===== config.mk =====
export PLATFORM = sky130hd
export DESIGN_NAME = bf5_back
export DESIGN_NICKNAME = d
export VERILOG_FILES = /design/src/rtl/bf5_pkg.sv /design/src/rtl/bf5_back.sv
export SDC_FILE = /design/constraint.sdc
export NUM_CORES = 1
export LEC_CHECK = 0
export ABC_AREA = 1
export BUFFER_PORTS_ARGS = -buffer_cell sky130_fd_sc_hd__buf_2
export CAP_MARGIN = 20
export CORE_UTILIZATION = 64
export DETAILED_ROUTE_END_ITERATION = 7
export PLACE_DENSITY = 0.93
export SYNTH_ARGS = -nofsm -noshare
export SYNTH_HDL_FRONTEND = slang
export SYNTH_SLANG_ARGS = --single-unit
export TNS_END_PERCENT = 100

===== constraint.sdc =====
create_clock -name clock -period 7.8 [get_ports clock]
set_input_delay 1.56 -clock clock [delete_from_list [all_inputs] [get_ports clock]]
set_output_delay 1.56 -clock clock [all_outputs]
set_load 0.005 [all_outputs]

===== src/rtl/bf5_pkg.sv =====
// bf5_pkg: shared types, sizes and helpers of the 5x5 mean box filter
// used by bf5_front, bf5_queue, bf5_back and box_filter_5x5_mean
// no dependencies
package bf5_pkg;

   localparam int MAX_WIDTH   = 1024;
   localparam int MAX_HEIGHT  = 1024;
   localparam int COL_W       = $clog2(MAX_WIDTH);
   localparam int DIM_W       = 11;
   localparam int ROW_W       = 11;
   localparam int TOTAL_W     = 21;
   localparam int THR_W       = 12;
   localparam int PIX_W       = 8;
   localparam int WIN         = 5;
   localparam int STORE_ROWS  = 4;
   localparam int SLOT_W      = 2;
   localparam int COLSUM_W    = 11;
   localparam int SUM_W       = 13;

   // floor(x / 25) == (x * 5243) >> 17 for every x below 6400
   localparam int RECIP_W     = 13;
   localparam int MEAN_RECIP  = 5243;
   localparam int RECIP_SHIFT = 17;
   localparam int PROD_W      = SUM_W + RECIP_W;

   localparam int QUEUE_DEPTH = 4;
   localparam int QPTR_W      = $clog2(QUEUE_DEPTH);
   localparam int QCNT_W      = $clog2(QUEUE_DEPTH + 1);

   localparam int CSR_ADDR_W  = 2;

   localparam logic [CSR_ADDR_W-1:0] CSR_FRAME_WIDTH  = CSR_ADDR_W'(0);
   localparam logic [CSR_ADDR_W-1:0] CSR_FRAME_HEIGHT = CSR_ADDR_W'(1);

   localparam logic OP_PIXEL = 1'b0;
   localparam logic OP_FLUSH = 1'b1;

   localparam logic [DIM_W-1:0]   RESET_WIDTH  = DIM_W'(640);
   localparam logic [DIM_W-1:0]   RESET_HEIGHT = DIM_W'(480);
   localparam logic [TOTAL_W-1:0] RESET_TOTAL  = TOTAL_W'(640 * 480);

   typedef struct packed {
      logic             operation;
      logic [PIX_W-1:0] pixel;
   } req_type;

   typedef struct packed {
      logic [PIX_W-1:0] mean;
      logic             last_of_frame;
   } rsp_type;

   // one window column as it travels from front to back
   typedef struct packed {
      logic [COLSUM_W-1:0] colsum;
      logic                emit;
      logic                last;
      logic [WIN-1:0]      col_mask;
   } q_entry_type;

   function automatic logic [DIM_W-1:0] clamp_dim(input logic [DIM_W-1:0] v,
                                                  input logic [DIM_W-1:0] hi);
      logic [DIM_W-1:0] r;
      r = v;
      if (v == '0) begin
         r = DIM_W'(1);
      end else if (v > hi) begin
         r = hi;
      end
      return r;
   endfunction

endpackage


===== src/rtl/bf5_back.sv =====
// bf5_back: 5-column window of column sums, masked window sum and divide by 25
// depends on bf5_pkg; drains bf5_queue
module bf5_back import bf5_pkg::*; (
   input  logic        clock,
   input  logic        reset,
   input  logic        clear,
   input  logic        q_empty,
   input  q_entry_type q_head,
   output logic        pop,
   output logic        rsp_valid,
   input  logic        rsp_stall,
   output rsp_type     rsp_data
);

   logic [COLSUM_W-1:0] win_ff [WIN];
   logic [COLSUM_W-1:0] shf [WIN];
   logic                s1_valid_ff, s1_last_ff, rsp_valid_ff;
   logic [SUM_W-1:0]    s1_sum_ff, sum_in;
   logic [PROD_W-1:0]   prod;
   rsp_type             rsp_data_ff;
   logic                adv;

   // the whole back end moves when the output register is free or being taken
   assign adv = !rsp_valid_ff || !rsp_stall;
   assign pop = adv && !q_empty;

   always_comb begin
      for (int j = 0; j < WIN - 1; j++) begin
         shf[j] = win_ff[j + 1];
      end
      shf[WIN - 1] = q_head.colsum;
      sum_in = '0;
      for (int j = 0; j < WIN; j++) begin
         if (q_head.col_mask[j]) begin
            sum_in = sum_in + SUM_W'(shf[j]);
         end
      end
   end

   assign prod = PROD_W'(s1_sum_ff) * PROD_W'(MEAN_RECIP);

   always_ff @(posedge clock) begin
      if (reset) begin
         for (int j = 0; j < WIN; j++) begin
            win_ff[j] <= '0;
         end
         s1_valid_ff  <= 1'b0;
         rsp_valid_ff <= 1'b0;
      end else begin
         if (clear) begin
            for (int j = 0; j < WIN; j++) begin
               win_ff[j] <= '0;
            end
         end else if (pop) begin
            for (int j = 0; j < WIN; j++) begin
               win_ff[j] <= q_head.last ? '0 : shf[j];
            end
         end
         if (adv) begin
            s1_valid_ff  <= pop && q_head.emit;
            rsp_valid_ff <= s1_valid_ff;
         end
      end
   end

   always_ff @(posedge clock) begin
      if (pop) begin
         s1_sum_ff  <= sum_in;
         s1_last_ff <= q_head.last;
      end
      if (adv && s1_valid_ff) begin
         rsp_data_ff.mean          <= prod[RECIP_SHIFT +: PIX_W];
         rsp_data_ff.last_of_frame <= s1_last_ff;
      end
   end

   assign rsp_valid = rsp_valid_ff;
   assign rsp_data  = rsp_data_ff;

   a_last_clears_window : assert property (@(posedge clock) disable iff (reset)
      pop && q_head.last |=> win_ff[0] == '0 && win_ff[1] == '0 && win_ff[2] == '0 &&
                             win_ff[3] == '0 && win_ff[4] == '0)
      else $error("window not cleared after the frame's last column");

   a_sum_holds : assert property (@(posedge clock) disable iff (reset)
      s1_valid_ff && !adv |=> $stable(s1_sum_ff) && s1_valid_ff)
      else $error("window sum stage moved while the output was stalled");

endmodule


==> results of run 1 <==
through the flow:
stage	worst slack (ps)	hold WS, ps	instances
6_report	638	427	1280
4_1_cts	698	427	1280
3_5_place_dp	417	413	1264
3_3_place_gp	623	403	1264
2_1_floorplan	1150	400	1065
5_1_grt	37.0	436	1280
cell families after synthesis:
family	after synthesis
buffers and inverters	254
adders and majority gates	191
AOI/OAI and AO/OA	118
xor gates and xnor gates	32
DFF	69
and+or+nand+nor	401
repair_timing:
item	in CTS	in global routing
setup endpoints to repair	0	2
hold buffers	0	0
hold endpoints to repair	0	0
resized for setup	0	1
power groups by stage:
stage | sequential [mW] | clock (mW) | combinational, mW
CTS | 0.536 | 0.435 | 2.89
global route | 0.541 | 0.449 | 3.29
floorplan | 0.536 | 0 | 2.12
finish | 0.536 | 0.432 | 2.94
global placement | 0.542 | 0 | 2.63
detailed placement | 0.543 | 0 | 2.86
cell type report:
type	instances	share of cell area, %
clock buffers	9	2.43
clock inverters	7	0.903
inverters	241	9.75
multi-input cells	742	60.4
flip-flops and latches	69	22.1
well taps	176	2.37
repair buffers	36	2.02
cells in the final DEF (no fill, tap or decap), types with 10 or more instances in the layout:
cell type	n
inv_1	236
o21ai_1	10
nand4_1	10
a21oi_1	45
nor2_1	77
o21ai_0	28
ha_1	131
nand3_1	66
buf_2	33
edfxtp_1	67
fa_1	60
nand2_1	198
xor2_1	22
xnor2_1	10
a31oi_1	10
worst paths after layout:
| check | start | end | slack (ps) |
|---|---|---|---|
| worst min register to register | s1_last_ff | rsp_data[0] | 430 |
| worst max-delay path | q_head[0] | s1_sum_ff[11] | 640 |
| worst min-delay path | s1_last_ff | rsp_data[0] | 430 |
| worst max register to register | win_ff[0][11] | s1_sum_ff[11] | 1850 |
routing by layer:
| metal | up-vias | wire length [um] |
|---|---|---|
| met2 | 301 | 9680 |
| met1 | 3316 | 8140 |
| li1 | 3467 | - |
| met4 | 0 | 886 |
| met5 | - | 0 |
| met3 | 76 | 1110 |
registers in the layout, indices dropped and copies added (netlist names):
register,flops
win_ff,44
s1_sum_ff,13
rsp_data,9
rsp_valid,1
s1_last_ff,1
s1_valid_ff,1
==> flow_metrics.py, run 1 <==
metrics = {
    "sta": {
        "grt_setup_unrepaired": "no",
        "finalCriticalPeriod_ps": 7160,
        "hold_viol": 0,
        "drv_slew": 0,
        "finalSetupTns_ps": 0,
        "fmax_ghz": 0.140,
        "timing.final.crit_share_pct": 91.8,
        "setup_viol": 0,
        "fin_skew_ps": 8.27,
        "slew_headroom_pct": 54.9,
        "worst_pin_slew_ps": 674,
    },
    "clock_tree": {
        "cts_root_buf": "clkbuf_16",
        "clock_latency_ps": 360,
        "htreeDepth": 3,
        "cts.path.max_buffers": 2,
        "clock-sinks": 69,
        "postCtsSetupBuffers": 0,
        "numCtsBuffers": 9,
        "cts_tree": "done",
        "clkTransAtPathRegs_ps": 60,
    },
    "layout": {
        "finalInstanceArea_um2": 9280,
        "utilization_pct": 70.4,
        "nFillCells": 937,
        "layout-drive-gt1-share_pct": 8.15,
        "layout.nets": 1313,
        "seq_area_um2": 2050,
        "syn2layout_area_growth_pct": 7.71,
        "diodes": 0,
        "multi_input_area_um2": 5610,
    },
    "detailed_routing": {
        "vias": 7160,
        "via_per_inst": 5.59,
        "wire_per_inst_um": 15.5,
        "dr.pass1.iters": 5,
        "drt_iter0_markers": 486,
        "drc_errors": 0,
        "drt-total-wl_um": 19800,
        "ant_nets": 0,
    },
    "pwr": {
        "finalPower_mw": 3.91,
        "ir_drop_uv": 405,
        "p_per_area_nw_per_um2": 422,
        "p_leak_nw": 4.81,
        "combPwrFrac_pct": 75.2,
        "power.switching_mw": 2.01,
        "p_clk_share_pct": 11.0,
        "p_sw_share_pct": 51.3,
        "seqPwrFrac_pct": 13.7,
        "internal-power_mw": 1.90,
    },
    "hold_path": {
        "worstHoldPathType": "reg -> reg",
        "holdPathStages": 0,
    },
    "logic_synthesis": {
        "synth_mux_area_share_pct": 0,
        "ys_seq_area_share_pct": 23.8,
        "synth-seq-cells": 69,
        "synth_compound_area_share_pct": 7.78,
        "post-synth-top-area-cell": "edfxtp_1",
        "synth_most_common_cell": "inv_1",
        "synthArstFlopShare_pct": 0,
        "syn_inst": 1065,
        "synth_top_family_by_area": "adder cells",
        "synth-xor-area-share_pct": 3.25,
        "syn_nets": 1279,
        "synth_cell_type_count": 45,
        "synth_top_area_share_pct": 23.4,
        "synth_edf_count": 67,
        "synth_warnings": 0,
        "synth_ff_type": "edfxtp_1",
        "synthSimpleGateAreaFrac_pct": 20.9,
        "ys_top_cells_by_area": "edfxtp_1 23%, ha_1 19%, fa_1 14%",
        "synth_area_um2": 8620,
        "synthTopCellsByCount": "236 x inv_1, 198 x nand2_1, 131 x ha_1",
        "synthAdderAreaFrac_pct": 33.0,
        "syn_area_per_cell_um2": 8.09,
    },
    "run": {
        "drv_cap": 0,
    },
    "global_route": {
        "grt_use_met1_pct": 36.7,
        "grt-ovfl-total": 0,
        "antenna_found_initial": 0,
        "grtUsageMet3_pct": 4.17,
        "grt_use_total_pct": 30.7,
        "grt_max_degree": 45,
        "busiest_layer": "met2",
        "grt_pass1_wl_um": 33600,
        "grt_pass1_vias": 7373,
        "met2_usage_pct": 52.9,
    },
    "worst_setup_path": {
        "crit_path_start_kind": "primary input",
        "crit_path_max_incr_delay_ps": 410,
        "end_kind": "flip-flop",
        "cp_num_cells": 40,
        "worst-path-max-fanout": 15,
        "critPathBufInv": 5,
        "cp_slowest_cell": "fa_1",
        "crit_top_cell": "nand2_1",
        "reg2reg_depth": 39,
        "path_class": "in -> reg",
        "path_delay_family": "simple AND/OR/NAND/NOR gates",
        "critPathRequiredTime_ps": 7910,
        "cp.arrival_ps": 7270,
    },
    "placed_design": {
        "place_congestion": 0.962,
        "place_area_um2": 8970,
        "hpwl_um": 16100,
        "port_buffers": 33,
    },
    "floorplanning": {
        "io_pins": 34,
        "placementRows": 42,
        "die_h_um": 118,
        "start_util_pct": 65.3,
        "die_x_um": 118,
        "dieArea_um2": 13900,
        "coreArea_um2": 13200,
    },
    "outcome": {
        "status": "finished, final reports clean",
    },
}
No activity file was read; power rests on OpenSTA's default activity.
==> run 2: changes to the inputs <==
- PLACE_DENSITY: 0.93 -> 0.82
==> flow_metrics.py, run 2 (synthesized netlist as in run 1, its figures left out) <==
metrics = {
    "global_route": {
        "grt_pass1_wl_um": 31000,
        "grt_use_total_pct": 28.2,
        "grt_pass1_vias": 6871,
        "antenna_found_initial": 0,
        "grt_max_degree": 45,
        "grt-ovfl-total": 0,
    },
    "placed_design": {
        "place_congestion": 0.939,
        "port_buffers": 33,
        "hpwl_um": 15200,
    },
    "worst_setup_path": {
        "cp_slowest_cell": "fa_1",
        "worst-path-max-fanout": 15,
        "crit_path_max_incr_delay_ps": 400,
        "path_class": "in -> reg",
        "cp.arrival_ps": 7270,
        "crit_top_cell": "nand2_1",
        "critPathRequiredTime_ps": 7900,
        "end_kind": "flip-flop",
        "crit_path_start_kind": "primary input",
    },
    "clock_tree": {
        "cts_tree": "done",
        "cts_root_buf": "clkbuf_16",
        "clock_latency_ps": 350,
        "clock-sinks": 69,
        "numCtsBuffers": 9,
        "cts_resized": 0,
        "htreeDepth": 3,
        "postCtsHoldBufs": 0,
        "postCtsSetupBuffers": 0,
        "clkTransAtPathRegs_ps": 60,
        "cts.path.max_buffers": 2,
    },
    "floorplanning": {
        "die_x_um": 118,
        "start_util_pct": 65.3,
        "io_pins": 34,
        "dieArea_um2": 13900,
        "die_h_um": 118,
        "placementRows": 42,
        "coreArea_um2": 13200,
    },
    "sta": {
        "slew_headroom_pct": 56.3,
        "timing.final.crit_share_pct": 91.9,
        "fmax_ghz": 0.140,
        "fin_skew_ps": 5.65,
        "setup_viol": 0,
        "worst_pin_slew_ps": 653,
        "hold_viol": 0,
        "grt_setup_unrepaired": "no",
        "fin_hold_ws_ps": 428,
        "drv_slew": 0,
        "finalCriticalPeriod_ps": 7170,
        "finalSetupTns_ps": 0,
    },
    "pwr": {
        "power.switching_mw": 1.87,
        "p_leak_nw": 4.82,
        "p_clk_share_pct": 11.7,
        "seqPwrFrac_pct": 14.2,
        "ir_drop_uv": 248,
        "p_sw_share_pct": 49.6,
        "p_per_area_nw_per_um2": 407,
        "internal-power_mw": 1.90,
        "combPwrFrac_pct": 74.0,
    },
    "detailed_routing": {
        "drt-total-wl_um": 18500,
        "via_per_inst": 5.39,
        "drt_iter0_markers": 339,
        "dr.pass1.iters": 6,
        "wire_per_inst_um": 14.4,
        "ant_nets": 0,
        "drc_errors": 0,
        "vias": 6905,
    },
    "layout": {
        "regMostFlops": "win_ff",
        "layout-drive-gt1-share_pct": 7.97,
        "final_common_cell": "inv_1",
        "utilization_pct": 70.4,
        "largest_register_ffs": 44,
        "layout.nets": 1313,
        "nFillCells": 1046,
        "layout_common_cells": "236 x inv_1, 198 x nand2_1, 131 x ha_1, 77 x nor2_1, 67 x edfxtp_1",
        "syn2layout_area_growth_pct": 7.78,
        "diodes": 0,
    },
    "run": {
        "drv_cap": 0,
    },
    "outcome": {
        "status": "finished, final reports clean",
    },
    "hold_path": {
        "worstHoldPathType": "reg -> reg",
    },
}
==> run 2: cell count changes in the layout (fill, tap and decap cells not counted) <==
cell and delta:
clkbuf_1 +1, clkinv_4 -2, clkinv_1 +1, a21boi_0 +1
bufinv_16 +1, inv_8 -1, clkinvlp_4 -1, clkinv_2 +1
a21boi_1 -1
==> run 2: critical path, delay by kind of cell <==
kind	cells	cell delay (ps)
AO/OA/AOI/OAI	6	1270
XOR/XNOR	1	160
buffers and inverters	5	560
adder cells (fa/ha/maj)	5	1640
AND/OR/NAND/NOR	19	2100
==> run 2: power by group through the flow <==
| stage | clock network, mW | logic [mW] | registers (mW) |
|---|---|---|---|
| floorplan | 0 | 2.12 | 0.536 |
| global placement | 0 | 2.67 | 0.543 |
| detailed placement | 0 | 2.77 | 0.545 |
| CTS | 0.448 | 2.80 | 0.537 |
| global route | 0.462 | 3.21 | 0.543 |
| finish | 0.443 | 2.80 | 0.537 |
==> run 2: layout make-up <==
| type | count | area, um^2 | share of cell area, % |
|---|---|---|---|
| Clock buffer | 10 | 229 | 2.47 |
| Clock inverter | 6 | 86.3 | 0.930 |
| Inverter | 241 | 905 | 9.74 |
| Multi-Input combinational cell | 742 | 5610 | 60.4 |
| Sequential cell | 69 | 2050 | 22.1 |
| Tap cell | 176 | 220 | 2.37 |
| Timing Repair Buffer | 36 | 188 | 2.02 |
==> run 2: path summary, 6_finish.rpt <==
kind | depth (start not counted) | to | slack (ps) | from
max reg2reg | 38 | s1_sum_ff[12] | 1830 | win_ff[0][12]
min | 0 | rsp_data[0] | 430 | s1_last_ff
min reg2reg | 0 | rsp_data[0] | 430 | s1_last_ff
max | 36 | s1_sum_ff[12] | 630 | q_head[0]
==> run 2: per-layer routing <==
layer  track usage (%)  part of all wire [%]  wire length [um]  up-vias
met2              49.8                    50              9180      148
met5                 0                     0                 0        -
met1              34.1                    44              8060     3233
li1                  -                     -                 -     3477
met3              4.80                   3.8               693       47
met4              11.4                   2.9               529        0
==> run 2: stage by stage <==
stage | power [mW] | cells | setup slack (ps) | cell area [um^2]
3_5_place_dp | 3.32 | 1264 | 397 | 8970
5_1_grt | 4.21 | 1280 | 92.5 | 9290
2_1_floorplan | 2.66 | 1065 | 1150 | 8620
4_1_cts | 3.78 | 1280 | 700 | 9290
6_report | 3.78 | 1280 | 633 | 9290
3_3_place_gp | 3.22 | 1264 | 590 | 8970
==> run 3: changes to the inputs <==
- BUFFER_PORTS_ARGS: -buffer_cell sky130_fd_sc_hd__buf_2 -> -buffer_cell sky130_fd_sc_hd__clkbuf_2
==> flow_metrics.py, run 3 (synthesized netlist as in run 1, its figures left out) <==
metrics = {
    "outcome": {
        "status": "finished, final reports clean",
    },
    "floorplanning": {
        "coreArea_um2": 13200,
        "placementRows": 42,
        "die_x_um": 118,
        "die_h_um": 118,
        "start_util_pct": 65.3,
        "io_pins": 34,
        "dieArea_um2": 13900,
    },
    "worst_setup_path": {
        "crit_path_start_kind": "primary input",
        "reg2reg_depth": 37,
        "endpoint": "s1_sum_ff[12]",
        "path_class": "in -> reg",
        "cp_slowest_cell": "fa_1",
        "r2r_start": "win_ff[0][11]",
        "crit_top_cell": "nand2_1",
        "critPathRequiredTime_ps": 7910,
        "worst-path-max-fanout": 15,
        "cp-startpoint": "q_head[0]",
        "crit_path_max_incr_delay_ps": 390,
        "rr_endpoint": "s1_sum_ff[12]",
        "rrSetupSlack_ps": 1910,
        "end_kind": "flip-flop",
        "cp.arrival_ps": 7230,
    },
    "layout": {
        "diodes": 0,
        "final_common_cell": "inv_1",
        "layout-drive-gt1-share_pct": 8.06,
        "syn2layout_area_growth_pct": 7.60,
        "layout_common_cells": "236 x inv_1, 198 x nand2_1, 131 x ha_1, 77 x nor2_1, 67 x edfxtp_1",
        "largest_register_ffs": 44,
        "regMostFlops": "win_ff",
        "layout.nets": 1313,
        "finalInstanceArea_um2": 9270,
    },
    "detailed_routing": {
        "drt-total-wl_um": 18200,
        "drc_errors": 0,
        "ant_nets": 0,
        "vias": 6903,
        "wire_per_inst_um": 14.2,
        "dr.pass1.iters": 5,
        "via_per_inst": 5.39,
        "drt_iter0_markers": 345,
    },
    "placed_design": {
        "hpwl_um": 15100,
        "place_congestion": 0.945,
        "place_area_um2": 8970,
        "port_buffers": 33,
    },
    "clock_tree": {
        "cts_root_buf": "clkbuf_16",
        "cts_resized": 0,
        "clkTransAtPathRegs_ps": 60,
        "postCtsSetupBuffers": 0,
        "cts_tree": "done",
        "postCtsHoldBufs": 0,
        "clock-sinks": 69,
        "numCtsBuffers": 9,
        "clock_latency_ps": 350,
        "cts.path.max_buffers": 2,
        "htreeDepth": 3,
    },
    "global_route": {
        "grt_pass1_vias": 6883,
        "antenna_found_initial": 0,
        "grt_pass1_wl_um": 30900,
        "grt-ovfl-total": 0,
        "grt_max_degree": 45,
        "grt_use_total_pct": 28.0,
    },
    "sta": {
        "fin_skew_ps": 9.39,
        "finalCriticalPeriod_ps": 7120,
        "timing.final.crit_share_pct": 91.3,
        "setup_viol": 0,
        "grt_setup_unrepaired": "no",
        "drv_slew": 0,
        "hold_viol": 0,
        "worst_pin_slew_ps": 627,
        "finalSetupTns_ps": 0,
        "fmax_ghz": 0.140,
        "slew_headroom_pct": 58.1,
    },
    "hold_path": {
        "worstHoldPathType": "reg -> reg",
        "holdPathStages": 0,
    },
    "run": {
        "drv_cap": 0,
    },
    "pwr": {
        "ir_drop_uv": 298,
        "p_per_area_nw_per_um2": 408,
        "p_leak_nw": 4.82,
    },
}
==> run 3: changes by cell type in the layout (fill, tap and decap cells not counted) <==
cell,before,now
a21boi_0,2,1
buf_2,33,0
bufinv_16,2,1
clkinv_4,1,2
a21boi_1,1,2
inv_6,1,2
clkbuf_2,0,33
clkbuf_1,1,0
==> run 3: routing by layer <==
metal	wire length, um	global-route usage, %	part of all wire (%)	up-vias
li1	-	-	-	3476
met1	7970	34.5	44	3214
met2	8940	49.1	49	167
met3	772	5.04	4.3	46
met4	487	9.78	2.7	0
met5	0	0	0	-
==> run 3: area by class of cell <==
cell class	count	area, um^2
clock buffers	9	225
clock inverters	7	73.8
fillers	1056	3920
inverters	241	905
multi-input cells	742	5610
flip-flops and latches	69	2050
well taps	176	220
repair buffers	36	188
==> run 3: power breakdown <==
group | switching (mW) | internal [mW]
registers | 0.0381 | 0.499
clock network | 0.171 | 0.249
logic | 1.70 | 1.12
==> run 3: worst min-delay path by stage <==
stage               slack, ps        from          end
floorplan                 400  s1_last_ff  rsp_data[0]
global placement          400  s1_last_ff  rsp_data[0]
detailed placement        410  s1_last_ff  rsp_data[0]
CTS                       420  s1_last_ff  rsp_data[0]
global route              440  s1_last_ff  rsp_data[0]
finish                    420  s1_last_ff  rsp_data[0]
==> run 3: per-stage QoR <==
stage	instances	hold slack (ps)	utilization, %	setup slack, ps	power [mW]
2_1_floorplan	1065	400	-	1150	2.66
3_3_place_gp	1264	404	68.0	568	3.20
3_5_place_dp	1264	411	68.0	318	3.33
4_1_cts	1280	425	70.3	625	3.78
5_1_grt	1280	440	70.3	14.8	4.22
6_report	1280	424	70.3	678	3.78
==> run 3: critical path: cells and delay by family <==
kind | cells | cell delay (ps)
XOR/XNOR | 2 | 300
adder cells (fa/ha/maj) | 5 | 1570
AO/OA/AOI/OAI | 6 | 1080
buffers and inverters | 5 | 580
AND/OR/NAND/NOR | 20 | 2120
