[src/rtl/bf5_pkg.sv]
// bf5_pkg: shared types, sizes and helpers of the 5x5 mean box filter
// used by bf5_front, bf5_queue, bf5_back and box_filter_5x5_mean
// no dependencies
package bf5_pkg;

   localparam int MAX_WIDTH   = 1024;
   localparam int MAX_HEIGHT  = 1024;
   localparam int COL_W       = $clog2(MAX_WIDTH);
   localparam int DIM_W       = 11;
   localparam int ROW_W       = 11;
   localparam int TOTAL_W     = 21;
   localparam int THR_W       = 12;
   localparam int PIX_W       = 8;
   localparam int WIN         = 5;
   localparam int STORE_ROWS  = 4;
   localparam int SLOT_W      = 2;
   localparam int COLSUM_W    = 11;
   localparam int SUM_W       = 13;

   // floor(x / 25) == (x * 5243) >> 17 for every x below 6400
   localparam int RECIP_W     = 13;
   localparam int MEAN_RECIP  = 5243;
   localparam int RECIP_SHIFT = 17;
   localparam int PROD_W      = SUM_W + RECIP_W;

   localparam int QUEUE_DEPTH = 4;
   localparam int QPTR_W      = $clog2(QUEUE_DEPTH);
   localparam int QCNT_W      = $clog2(QUEUE_DEPTH + 1);

   localparam int CSR_ADDR_W  = 2;

   localparam logic [CSR_ADDR_W-1:0] CSR_FRAME_WIDTH  = CSR_ADDR_W'(0);
   localparam logic [CSR_ADDR_W-1:0] CSR_FRAME_HEIGHT = CSR_ADDR_W'(1);

   localparam logic OP_PIXEL = 1'b0;
   localparam logic OP_FLUSH = 1'b1;

   localparam logic [DIM_W-1:0]   RESET_WIDTH  = DIM_W'(640);
   localparam logic [DIM_W-1:0]   RESET_HEIGHT = DIM_W'(480);
   localparam logic [TOTAL_W-1:0] RESET_TOTAL  = TOTAL_W'(640 * 480);

   typedef struct packed {
      logic             operation;
      logic [PIX_W-1:0] pixel;
   } req_type;

   typedef struct packed {
      logic [PIX_W-1:0] mean;
      logic             last_of_frame;
   } rsp_type;

   // one window column as it travels from front to back
   typedef struct packed {
      logic [COLSUM_W-1:0] colsum;
      logic                emit;
      logic                last;
      logic [WIN-1:0]      col_mask;
   } q_entry_type;

   function automatic logic [DIM_W-1:0] clamp_dim(input logic [DIM_W-1:0] v,
                                                  input logic [DIM_W-1:0] hi);
      logic [DIM_W-1:0] r;
      r = v;
      if (v == '0) begin
         r = DIM_W'(1);
      end else if (v > hi) begin
         r = hi;
      end
      return r;
   endfunction

endpackage

[src/rtl/bf5_queue.sv]
// bf5_queue: small register queue of window columns between front and back
// depends on bf5_pkg
module bf5_queue import bf5_pkg::*; (
   input  logic              clock,
   input  logic              reset,
   input  logic              push,
   input  q_entry_type       push_entry,
   input  logic              pop,
   output q_entry_type       head,
   output logic              empty,
   output logic [QCNT_W-1:0] count
);

   q_entry_type       slot_ff [QUEUE_DEPTH];
   logic [QPTR_W-1:0] wr_ptr_ff, rd_ptr_ff;
   logic [QCNT_W-1:0] count_ff;

   assign head  = slot_ff[rd_ptr_ff];
   assign empty = count_ff == '0;
   assign count = count_ff;

   always_ff @(posedge clock) begin
      if (reset) begin
         wr_ptr_ff <= '0;
         rd_ptr_ff <= '0;
         count_ff  <= '0;
      end else begin
         if (push) begin
            wr_ptr_ff <= wr_ptr_ff + QPTR_W'(1);
         end
         if (pop) begin
            rd_ptr_ff <= rd_ptr_ff + QPTR_W'(1);
         end
         if (push && !pop) begin
            count_ff <= count_ff + QCNT_W'(1);
         end else if (pop && !push) begin
            count_ff <= count_ff - QCNT_W'(1);
         end
      end
   end

   always_ff @(posedge clock) begin
      if (push) begin
         slot_ff[wr_ptr_ff] <= push_entry;
      end
   end

   a_no_overflow : assert property (@(posedge clock) disable iff (reset)
      push && !pop |-> count_ff < QCNT_W'(QUEUE_DEPTH))
      else $error("queue push while full");

   a_no_underflow : assert property (@(posedge clock) disable iff (reset)
      pop |-> count_ff != '0)
      else $error("queue pop while empty");

   a_count_up : assert property (@(posedge clock) disable iff (reset)
      push && !pop |=> count_ff == $past(count_ff) + QCNT_W'(1))
      else $error("queue count did not follow a push");

endmodule

[config.mk]
export PLATFORM = sky130hd
export DESIGN_NAME = bf5_queue
export DESIGN_NICKNAME = d
export VERILOG_FILES = /design/src/rtl/bf5_pkg.sv /design/src/rtl/bf5_queue.sv
export SDC_FILE = /design/constraint.sdc
export NUM_CORES = 1
export LEC_CHECK = 0
export ABC_CLOCK_PERIOD_IN_PS = 2600
export BUFFER_PORTS_ARGS = -buffer_cell sky130_fd_sc_hd__buf_4
export CAP_MARGIN = 20
export CORE_UTILIZATION = 50
export DETAILED_ROUTE_END_ITERATION = 12
export HOLD_SLACK_MARGIN = 0.02
export PLACE_DENSITY = 0.73
export SLEW_MARGIN = 30
export SYNTH_ARGS = -nofsm -noshare
export SYNTH_HDL_FRONTEND = slang
export SYNTH_SLANG_ARGS = --single-unit
[constraint.sdc]
create_clock -name clock -period 2.6 [get_ports clock]
set_input_delay 0.26 -clock clock [delete_from_list [all_inputs] [get_ports clock]]
set_output_delay 0.26 -clock clock [all_outputs]
set_load 0.1 [all_outputs]
==> results of run 1 <==
registers in the layout, indices dropped and copies added, names as in the netlist, named ones only:
register,flops
count,3
rd_ptr_ff,2
wr_ptr_ff,2
slot_ff,72
cell families after synthesis:
kind of cell	count (synthesis)
flip-flops	81
multiplexers	20
AND/OR/NAND/NOR	14
buffers and inverters	9
adder cells (fa/ha/maj)	6
XOR/XNOR	5
AO/OA/AOI/OAI	2
power by group:
group	internal (W)	switching, W
combinational	0.000187	0.000532
clock	0.000391	0.000403
sequential	0.00149	0.0000425
layout by cell type, fill, tap and decap left out, drive strengths merged:
cell     n
edfxtp  72
dfxtp    9
clkbuf  12
buf     48
nand2    1
a21oi    1
nor3     1
xnor2    2
nor2     7
clkinv   4
and2     4
o21ai    1
mux4    18
xor2     3
fa       1
or3      1
mux2i    2
ha       5
inv      4
cell type report:
type	count	area share, %
repair buffers	48	9.88
multi-input cells	47	18.2
well taps	75	2.57
inverters	4	0.412
clock buffers	12	4.25
flip-flops and latches	81	64.2
clock inverters	4	0.514
metrics by stage:
stage	utilization (%)	setup WS [ns]	total power [W]
5_1_grt	61.6	0.267	0.00315
3_5_place_dp	58.7	0.694	0.00229
3_3_place_gp	58.7	0.736	0.00226
2_1_floorplan	-	0.297	0.00213
4_1_cts	61.6	0.313	0.00307
6_report	61.6	0.363	0.00304
per-layer routing:
layer	wire length, um	vias to the layer above	part of all wire [%]	GRT usage (%)
met5	0	-	0	0
met4	119	0	2.5	11.1
met3	180	11	3.8	3.98
met2	2420	33	51	26.2
met1	2020	693	43	19.4
li1	-	660	-	-
how the worst min path moves through the flow:
| stage | depth (start not counted) | start | slack, ns | endpoint |
|---|---|---|---|---|
| after floorplan | 0 | push_entry[0] | 0.36 | slot_ff[0][0]$_DFFE_PP_ |
| after global placement | 1 | push_entry[7] | 0.46 | slot_ff[1][7]$_DFFE_PP_ |
| after detailed placement | 1 | push_entry[6] | 0.46 | slot_ff[0][6]$_DFFE_PP_ |
| after CTS | 1 | push_entry[15] | 0.1 | slot_ff[3][15]$_DFFE_PP_ |
| after global routing | 1 | push_entry[14] | 0.1 | slot_ff[2][14]$_DFFE_PP_ |
| final | 1 | push_entry[15] | 0.11 | slot_ff[3][15]$_DFFE_PP_ |
==> run_results.csv, run 1 <==
group,metric,value,unit
synth,synth_fp_nets,165,
setup_path,r2r-end,"slot_ff[2][0]$_DFFE_PP_",
setup_path,rr_startpoint,"wr_ptr_ff[0]$_SDFFE_PP0P_",
place,place_area,3470,sq um
synth,synth_top_cell_area_share,70.6,%
setup_path,worstSetupStartpointType,"flop",
synth,synth.largest_area_cell,"edfxtp_1",
clocking,tritoncts,"built",
run_status,status,"completed",
sta,slew_viol_final,0,
sta,setup-violations-final,0,
routing,routed_via_density,5.15,
place,place_inst,255,
floorplanning,die_h,80.2,um
setup_path,slowest_stage,"dfxtp_1",
setup_path,crit_top_cell,"buf_4",
setup_path,reg2reg_slack,0.93,ns
clocking,holdBufCountCts,0,
clocking,clock_path_buffers,2,
clocking,clk_latency,0.34,ns
synth,synth_compound_area_share,0.327,%
grt,first_global_vias,1460,
routing,vias,1397,
setup_path,crit_fanout,8,
grt,grt_usage,16.3,%
synth,netlist_instances,137,
setup_path,crit_buf_inv,2,
clocking,htree_num_levels,3,
sta,hold_viol,0,
setup_path,critical_path.top_delay_family,"flip-flops",
grt,grt_max_degree,19,
floorplanning,rows,28,
sta,worstMarginPinSlew,0.892,ns
routing,drcViolationCount,0,
floorplanning,initial_utilization,51.7,%
cells_and_area,fin_cells,271,
synth,muxShareOfSynthArea,14.9,%
grt,grt_pass1_wl,7.12,mm
sta,max_slew_margin,40.5,%
routing,wl_per_cell,17.5,um
synth,ys.flop_type,"edfxtp_1",
sta,layout_min_cycle_time,2.24,ns
setup_path,critPathArrivalTime,1.98,ns
cells_and_area,layout-drive-gt1-share,37.2,%
cells_and_area,final_cell_area,3650,sq um
cells_and_area,seqCellArea,2340,sq um
synth,yosysMostFrequentCell,"edfxtp_1",
floorplanning,core_area,5920,sq um
synth,synth_seq_cells,81,
job,cap_violations,0,
setup_path,cp_data_required_time,2.34,ns
pwr,power_density,835,nW/um^2
floorplanning,io_pins,44,
synth,synth_fa_ha_area_share,2.70,%
clocking,root_buffer,"clkbuf_8",
routing,drt-total-wl,4.74,mm
cells_and_area,area_growth,19.2,%
synth,synth.cell_area,3060,sq um
synth,yosys-top-cells-count,"edfxtp_1 (72), mux4_2 (10), dfxtp_1 (9)",
floorplanning,die_w,80.2,um
place,place_congestion,0.656,
floorplanning,die-area,6440,sq um
pwr,ir_worst_vdd,0.430,mV
cells_and_area,nFillCells,412,
grt,antenna_found_initial,0,
setup_path,critPathKind,"flop to output pin",
min_path,min_path_type,"input pin to flop",
place,post-dp-hpwl,3.08,mm
synth,synth_top_family_by_area,"multiplexers",
setup_path,max_stage_delay,0.57,ns
cells_and_area,antenna_cells,0,
synth,synth_edf_count,72,
synth,yosysWarningCount,0,
setup_path,cp.depth,3,
setup_path,worstSetupEndpoint,"head[9]",
sta,rsz0062_at_grt,"false",
place,port-buffer-count,43,
synth,syn_avg_cell_area,22.3,sq um
sta,setup_tns,0,ns
setup_path,cp_cell_sequence,"buf_4 > mux4_1 > buf_4",
clocking,cts_setup_buffers,0,
sta,fin_hold_ws,0.114,ns
clocking,numCtsBuffers,9,
grt,grt-ovfl-total,0,
synth,synth_cell_type_count,21,
sta,min_period_over_period,86.0,%
sta,clock_skew,0.00708,ns
pwr,leakagePower,1.31,nW
sta,max_freq,447,MHz
synth,synthSimpleGateAreaFrac,2.17,%
routing,drtAntennaViolNets,0,
setup_path,reg2reg_depth,3,
clocking,cts_resized,0,
routing,drtIter0Drc,73,
synth,synthXorXnorAreaFrac,1.43,%
cells_and_area,nNetsFinal,219,
synth,yosys-top-cells-area,"edfxtp_1 (71%), mux4_2 (7.4%), mux4_1 (6.9%), dfxtp_1 (5.9%), ha_1 (2.0%)",
cells_and_area,multiInputGateArea,663,sq um
setup_path,end_kind,"output pin",
synth,synth-async-reset-ratio,0,%
clocking,clock_sinks,81,
routing,first_pass_iters,4,
clocking,clk_pin_slew,0.07,ns
synth,ys_seq_area_share,76.5,%
Note: power is estimated with default switching activity, not from simulation.
==> run 2: changes to the inputs <==
- ABC_AREA: unset -> 1
- CORE_UTILIZATION: 50 -> 60
- PLACE_DENSITY: 0.73 -> 0.85
==> run 2 against run 1 <==
Compared with the run above:
- combinational power fell by 8.3%
- critical path depth rose by 1
- register-to-register slack improved by 0.07 ns
- synthesized cell count rose by 69%
- global-route usage rose by 6.0 points
- via count rose by 34%
- count of clock-buffer cells in the layout fell by 2
- die area fell by 14%
- sequential cell count did not move
- final cell count rose by 28%
==> run_results.csv, run 2 <==
group,metric,value,unit
sta,min_period_over_period,89.3,%
grt,grt_max_degree,38,
pwr,power.internal,0.00208,W
clocking,clk_pin_slew,0.07,ns
synth,synth.largest_area_cell,"edfxtp_1",
run_status,status,"completed",
floorplanning,rows,25,
routing,drtIter0Drc,199,
job,cap_violations,0,
synth,synth_fp_nets,259,
setup_path,crit_fanout,19,
sta,fin_ws,0.278,ns
synth,synth-async-reset-ratio,0,%
floorplanning,die-area,5540,sq um
place,dp_slack,0.655,ns
cells_and_area,final_cell_area,3660,sq um
clocking,numCtsBuffers,9,
routing,drtAntennaViolNets,0,
synth,ys.flop_type,"edfxtp_1",
setup_path,slowest_stage,"dfxtp_1",
pwr,pwr-share-comb,21.6,%
cells_and_area,final_cell_mix,"edfxtp_1 (72), buf_4 (44), nor2_1 (42), o21ai_0 (26), o22ai_1 (18)",
synth,yosysWarningCount,0,
setup_path,worstSetupStartpointType,"flop",
cells_and_area,fin_cells,348,
clocking,cts_resized,0,
routing,drt-total-wl,5.41,mm
sta,layout_min_cycle_time,2.32,ns
clocking,htree_num_levels,3,
routing,drcViolationCount,0,
setup_path,critical_path.top_delay_family,"flip-flops",
cells_and_area,final_common_cell,"edfxtp_1",
cells_and_area,layout-drive-gt1-share,22.4,%
grt,antenna_found_initial,0,
synth,syn_avg_cell_area,13.6,sq um
setup_path,critPathKind,"flop to output pin",
place,place_congestion,0.803,
clocking,tritoncts,"built",
routing,wl_per_cell,15.5,um
sta,setup-violations-final,0,
synth,muxShareOfSynthArea,0,%
cells_and_area,area_growth,16.3,%
sta,clock_skew,0.00946,ns
clocking,root_buffer,"clkbuf_8",
synth,ys_seq_area_share,74.4,%
place,post-dp-hpwl,3.28,mm
synth,synthXorXnorAreaFrac,0.278,%
sta,setup_tns,0,ns
sta,slew_viol_final,0,
setup_path,crit_buf_inv,2,
pwr,ir_worst_vdd,0.663,mV
sta,rsz0062_at_grt,"false",
routing,routed_via_density,5.39,
grt,grt_pass1_wl,8.50,mm
floorplanning,core_area,4880,sq um
place,place_inst,332,
synth,synth.cell_area,3150,sq um
cells_and_area,nNetsFinal,304,
place,place_area,3470,sq um
floorplanning,initial_utilization,64.5,%
pwr,leakagePower,1.38,nW
pwr,p_clk_share,28.9,%
pwr,power_switching,0.000971,W
floorplanning,die_w,74.4,um
synth,synth_fa_ha_area_share,2.62,%
cells_and_area,largest_reg_flops,72,
clocking,clock_sinks,81,
pwr,power_density,833,nW/um^2
setup_path,cp_cell_sequence,"clkinv_2 > o21ai_0 > o22ai_1 > buf_4",
place,port-buffer-count,43,
cells_and_area,antenna_cells,0,
synth,synth_top_cell_area_share,68.7,%
clocking,clock_path_buffers,2,
grt,grt-ovfl-total,0,
sta,hold_viol,0,
sta,worstMarginPinSlew,0.777,ns
grt,grt_usage,22.3,%
setup_path,critPathArrivalTime,2.06,ns
synth,yosys-top-cells-area,"edfxtp_1 (69%), dfxtp_1 (5.7%), nor2_1 (5.0%), o21ai_0 (4.1%), o22ai_1 (3.6%)",
clocking,holdBufCountCts,0,
pwr,seqPwrFrac,49.5,%
synth,synth_seq_cells,81,
clocking,cts_setup_buffers,0,
sta,max_freq,431,MHz
setup_path,end_kind,"output pin",
synth,netlist_instances,231,
synth,synth_edf_count,72,
grt,first_global_vias,1838,
routing,vias,1874,
setup_path,max_stage_delay,0.75,ns
cells_and_area,nFillCells,311,
floorplanning,die_h,74.4,um
synth,synthSimpleGateAreaFrac,6.60,%
synth,yosys-top-cells-count,"edfxtp_1 (72), nor2_1 (42), o21ai_0 (26)",
setup_path,cp_data_required_time,2.34,ns
pwr,switching_share,31.8,%
clocking,clk_latency,0.34,ns
synth,synth_top_family_by_area,"compound AO/OA/AOI/OAI gates",
synth,yosysMostFrequentCell,"edfxtp_1",
synth,synth_cell_type_count,19,
min_path,min_path_type,"input pin to flop",
floorplanning,io_pins,44,
cells_and_area,top_register,"slot_ff",
synth,synth_compound_area_share,10.6,%
routing,first_pass_iters,6,
sta,max_slew_margin,48.1,%
==> run 2: path summary, 6_finish.rpt <==
path                            depth (start not counted)                       from  slack, ns                      end
worst min-delay path                                    2                      reset       0.07    count[0]$_SDFFE_PP0P_
worst max-delay path                                    4                       flop       0.28                  head[9]
worst max register to register                          4  wr_ptr_ff[0]$_SDFFE_PP0P_       1.00  slot_ff[0][2]$_DFFE_PP_
worst min register to register                          1  rd_ptr_ff[1]$_SDFFE_PP0P_       0.48                     flop
==> run 2: cell type report <==
type | instances | area [sq um] | share of cell area (%)
Clock buffer | 10 | 138 | 3.76
Clock inverter | 6 | 57.6 | 1.57
Inverter | 17 | 72.6 | 1.98
Multi-Input combinational cell | 123 | 637 | 17.4
Sequential cell | 81 | 2340 | 64.0
Tap cell | 67 | 83.8 | 2.29
Timing Repair Buffer | 44 | 330 | 9.02
==> run 2: cell families (layout without fill, tap and decap cells) <==
| family | Yosys count | count (layout) |
|---|---|---|
| buf+inv | 27 | 77 |
| xor+xnor | 1 | 1 |
| simple gates | 54 | 54 |
| compound gates | 62 | 62 |
| fa+ha+maj | 6 | 6 |
| flops | 81 | 81 |
==> run 2: layer usage <==
layer,up-vias,global-route usage (%),share of wire [%]
li1,921,-,-
met1,875,25.6,41
met2,63,35.8,51
met3,15,8.40,5.9
met4,0,13.0,2.5
met5,-,0,0
==> run 2: power groups by stage <==
stage	registers [W]	logic, W	clock network [W]
floorplan	0.00158	0.000478	0
global placement	0.00154	0.000650	0
detailed placement	0.00154	0.000659	0
CTS	0.00151	0.000661	0.000887
global route	0.00151	0.000694	0.000951
finish	0.00151	0.000659	0.000881
==> run 2: through the flow <==
step           power (W)  hold slack, ns  utilization, %
4_1_cts          0.00306          0.0594            75.0
5_1_grt          0.00316          0.0572            75.0
2_1_floorplan    0.00206           0.332               -
6_report         0.00305          0.0744            75.0
3_3_place_gp     0.00219           0.426            71.0
3_5_place_dp     0.00220           0.431            71.0
==> run 2: worst register-to-register path, delay by kind of cell, from the launching register on <==
kind	cells	cell delay, ns
fa+ha+maj	1	0.16
flops	1	0.33
simple gates	1	0.06
buf+inv	2	0.69
==> run 3: changes to the inputs <==
- RECOVER_POWER: unset -> 100
- SLEW_MARGIN: 30 -> unset
==> run 3 against run 2 <==
Compared with the run above:
- final cell count unchanged
- sequential cell count unchanged
- fmax is 1.8% lower
- core utilization down 1.7 points
- non-clock buffer count stayed put
- critical path type unchanged
- power is 1.1% lower
- routed wire length decreased by 0.46%
- count of clock-buffer cells in the layout stayed put
- sequential share of layout area increased by 1.5 points
- die area did not move
- largest cell class unchanged
- clock power fell by 0.8%
==> run_results.csv, run 3 (synthesized netlist as in run 2, its figures left out) <==
group,metric,value,unit
run_status,status,"completed",
floorplanning,initial_utilization,64.5,%
grt,grt_max_degree,38,
sta,setup_tns,0,ns
pwr,power.internal,0.00206,W
clocking,clock_path_buffers,2,
setup_path,crit_fanout,19,
setup_path,reg2reg_depth,4,
setup_path,max_stage_delay,0.51,ns
setup_path,critPathKind,"flop to output pin",
min_path,min_path_type,"input pin to flop",
pwr,ir_worst_vdd,0.655,mV
setup_path,cp_data_required_time,2.34,ns
setup_path,cp_cell_sequence,"inv_1 > o21ai_0 > o22ai_1 > clkbuf_4",
setup_path,crit_buf_inv,2,
pwr,switching_share,31.9,%
clocking,clk_latency,0.34,ns
sta,fin_hold_ws,0.0761,ns
sta,setup-violations-final,0,
pwr,power_switching,0.000962,W
floorplanning,core_area,4880,sq um
job,cap_violations,0,
routing,first_pass_iters,4,
clocking,tritoncts,"built",
routing,drtAntennaViolNets,0,
sta,min_period_over_period,90.9,%
clocking,numCtsBuffers,9,
cells_and_area,nNetsFinal,304,
cells_and_area,area_growth,13.6,%
routing,routed_via_density,5.34,
pwr,p_clk_share,29.0,%
setup_path,critPathArrivalTime,2.10,ns
place,dp_slack,0.655,ns
sta,slew_viol_final,0,
floorplanning,io_pins,44,
clocking,holdBufCountCts,0,
clocking,cts_setup_buffers,0,
sta,max_freq,423,MHz
grt,grt_usage,22.3,%
cells_and_area,final_cell_mix,"edfxtp_1 (72), nor2_1 (42), o21ai_0 (38), clkbuf_1 (22), o22ai_1 (18)",
routing,vias,1859,
sta,hold_viol,0,
place,port-buffer-count,43,
cells_and_area,layout-drive-gt1-share,14.2,%
setup_path,critical_path.top_delay_family,"buffers and inverters",
cells_and_area,final_common_cell,"edfxtp_1",
sta,max_slew_margin,22.3,%
routing,drcViolationCount,0,
pwr,leakagePower,1.30,nW
floorplanning,die_h,74.4,um
routing,wl_per_cell,15.5,um
clocking,clock_sinks,81,
grt,first_global_vias,1838,
cells_and_area,post-route-util,73.3,%
cells_and_area,top_register,"slot_ff",
place,post-dp-hpwl,3.28,mm
grt,grt_pass1_wl,8.50,mm
setup_path,end_kind,"output pin",
sta,fin_ws,0.236,ns
sta,worstMarginPinSlew,1.17,ns
place,place_congestion,0.803,
pwr,power_density,844,nW/um^2
sta,rsz0062_at_grt,"false",
pwr,seqPwrFrac,50.0,%
sta,layout_min_cycle_time,2.36,ns
grt,grt-ovfl-total,0,
cells_and_area,antenna_cells,0,
setup_path,cp.depth,4,
floorplanning,die_w,74.4,um
sta,clock_skew,0.00774,ns
clocking,htree_num_levels,3,
clocking,clk_pin_slew,0.07,ns
routing,drtIter0Drc,197,
pwr,pwr-share-comb,21.0,%
clocking,root_buffer,"clkbuf_8",
floorplanning,die-area,5540,sq um
routing,drt-total-wl,5.38,mm
clocking,cts_resized,0,
setup_path,slowest_stage,"dfxtp_1",
grt,antenna_found_initial,0,
setup_path,worstSetupStartpointType,"flop",
min_path,hold_depth,2,
cells_and_area,largest_reg_flops,72,
floorplanning,rows,25,
-- run 3: changes by cell type in the layout (fill, tap and decap cells not counted) --
cell / previous run / this run
clkbuf_1: 0 / 22
inv_1: 15 / 16
clkinv_2: 5 / 4
clkbuf_4: 0 / 5
o21ai_0: 26 / 38
buf_4: 44 / 17
o21ai_1: 15 / 3
-- run 3: worst reg2reg max path, delay by kind of cell, from the launching register on --
family | cells | cell delay (ns)
simple gates | 1 | 0.06
buf+inv | 2 | 0.70
flops | 1 | 0.33
fa+ha+maj | 1 | 0.16
-- run 3: final timing paths --
check                       startpoint                        end  slack (ns)
max                               flop                    head[9]        0.24
min                              reset      count[0]$_SDFFE_PP0P_        0.08
max reg2reg  wr_ptr_ff[0]$_SDFFE_PP0P_   slot_ff[0][13]$_DFFE_PP_        0.98
min reg2reg  rd_ptr_ff[1]$_SDFFE_PP0P_  rd_ptr_ff[1]$_SDFFE_PP0P_        0.48
-- run 3: per-layer routing --
metal	GRT usage (%)	vias up	part of all wire, %
li1	-	922	-
met1	25.6	869	39
met2	35.8	62	53
met3	8.40	6	6.3
met4	13.0	0	1.7
met5	0	-	0
-- run 3: final cells by class --
cell class,instances,area [sq um]
timing repair buffer,44,248
inverter,17,71.3
fill,344,1300
clock inverter,6,57.6
multi-input combinational,123,637
tap,67,83.8
sequential,81,2340
clock buffer,10,138
-- run 3: power groups by stage --
stage / Combinational (W) / Clock (W) / Sequential [W]
6_report: 0.000633 / 0.000874 / 0.00151
2_1_floorplan: 0.000478 / 0 / 0.00158
5_1_grt: 0.000668 / 0.000951 / 0.00151
3_5_place_dp: 0.000659 / 0 / 0.00154
4_1_cts: 0.000661 / 0.000887 / 0.00151
3_3_place_gp: 0.000650 / 0 / 0.00154
-- run 3: stage by stage --
stage               instances  cell area [sq um]  power (W)
CTS                       348               3660    0.00306
global placement          332               3470    0.00219
floorplan                 231               3150    0.00206
finish                    348               3580    0.00302
global route              348               3580    0.00313
detailed placement        332               3470    0.00220
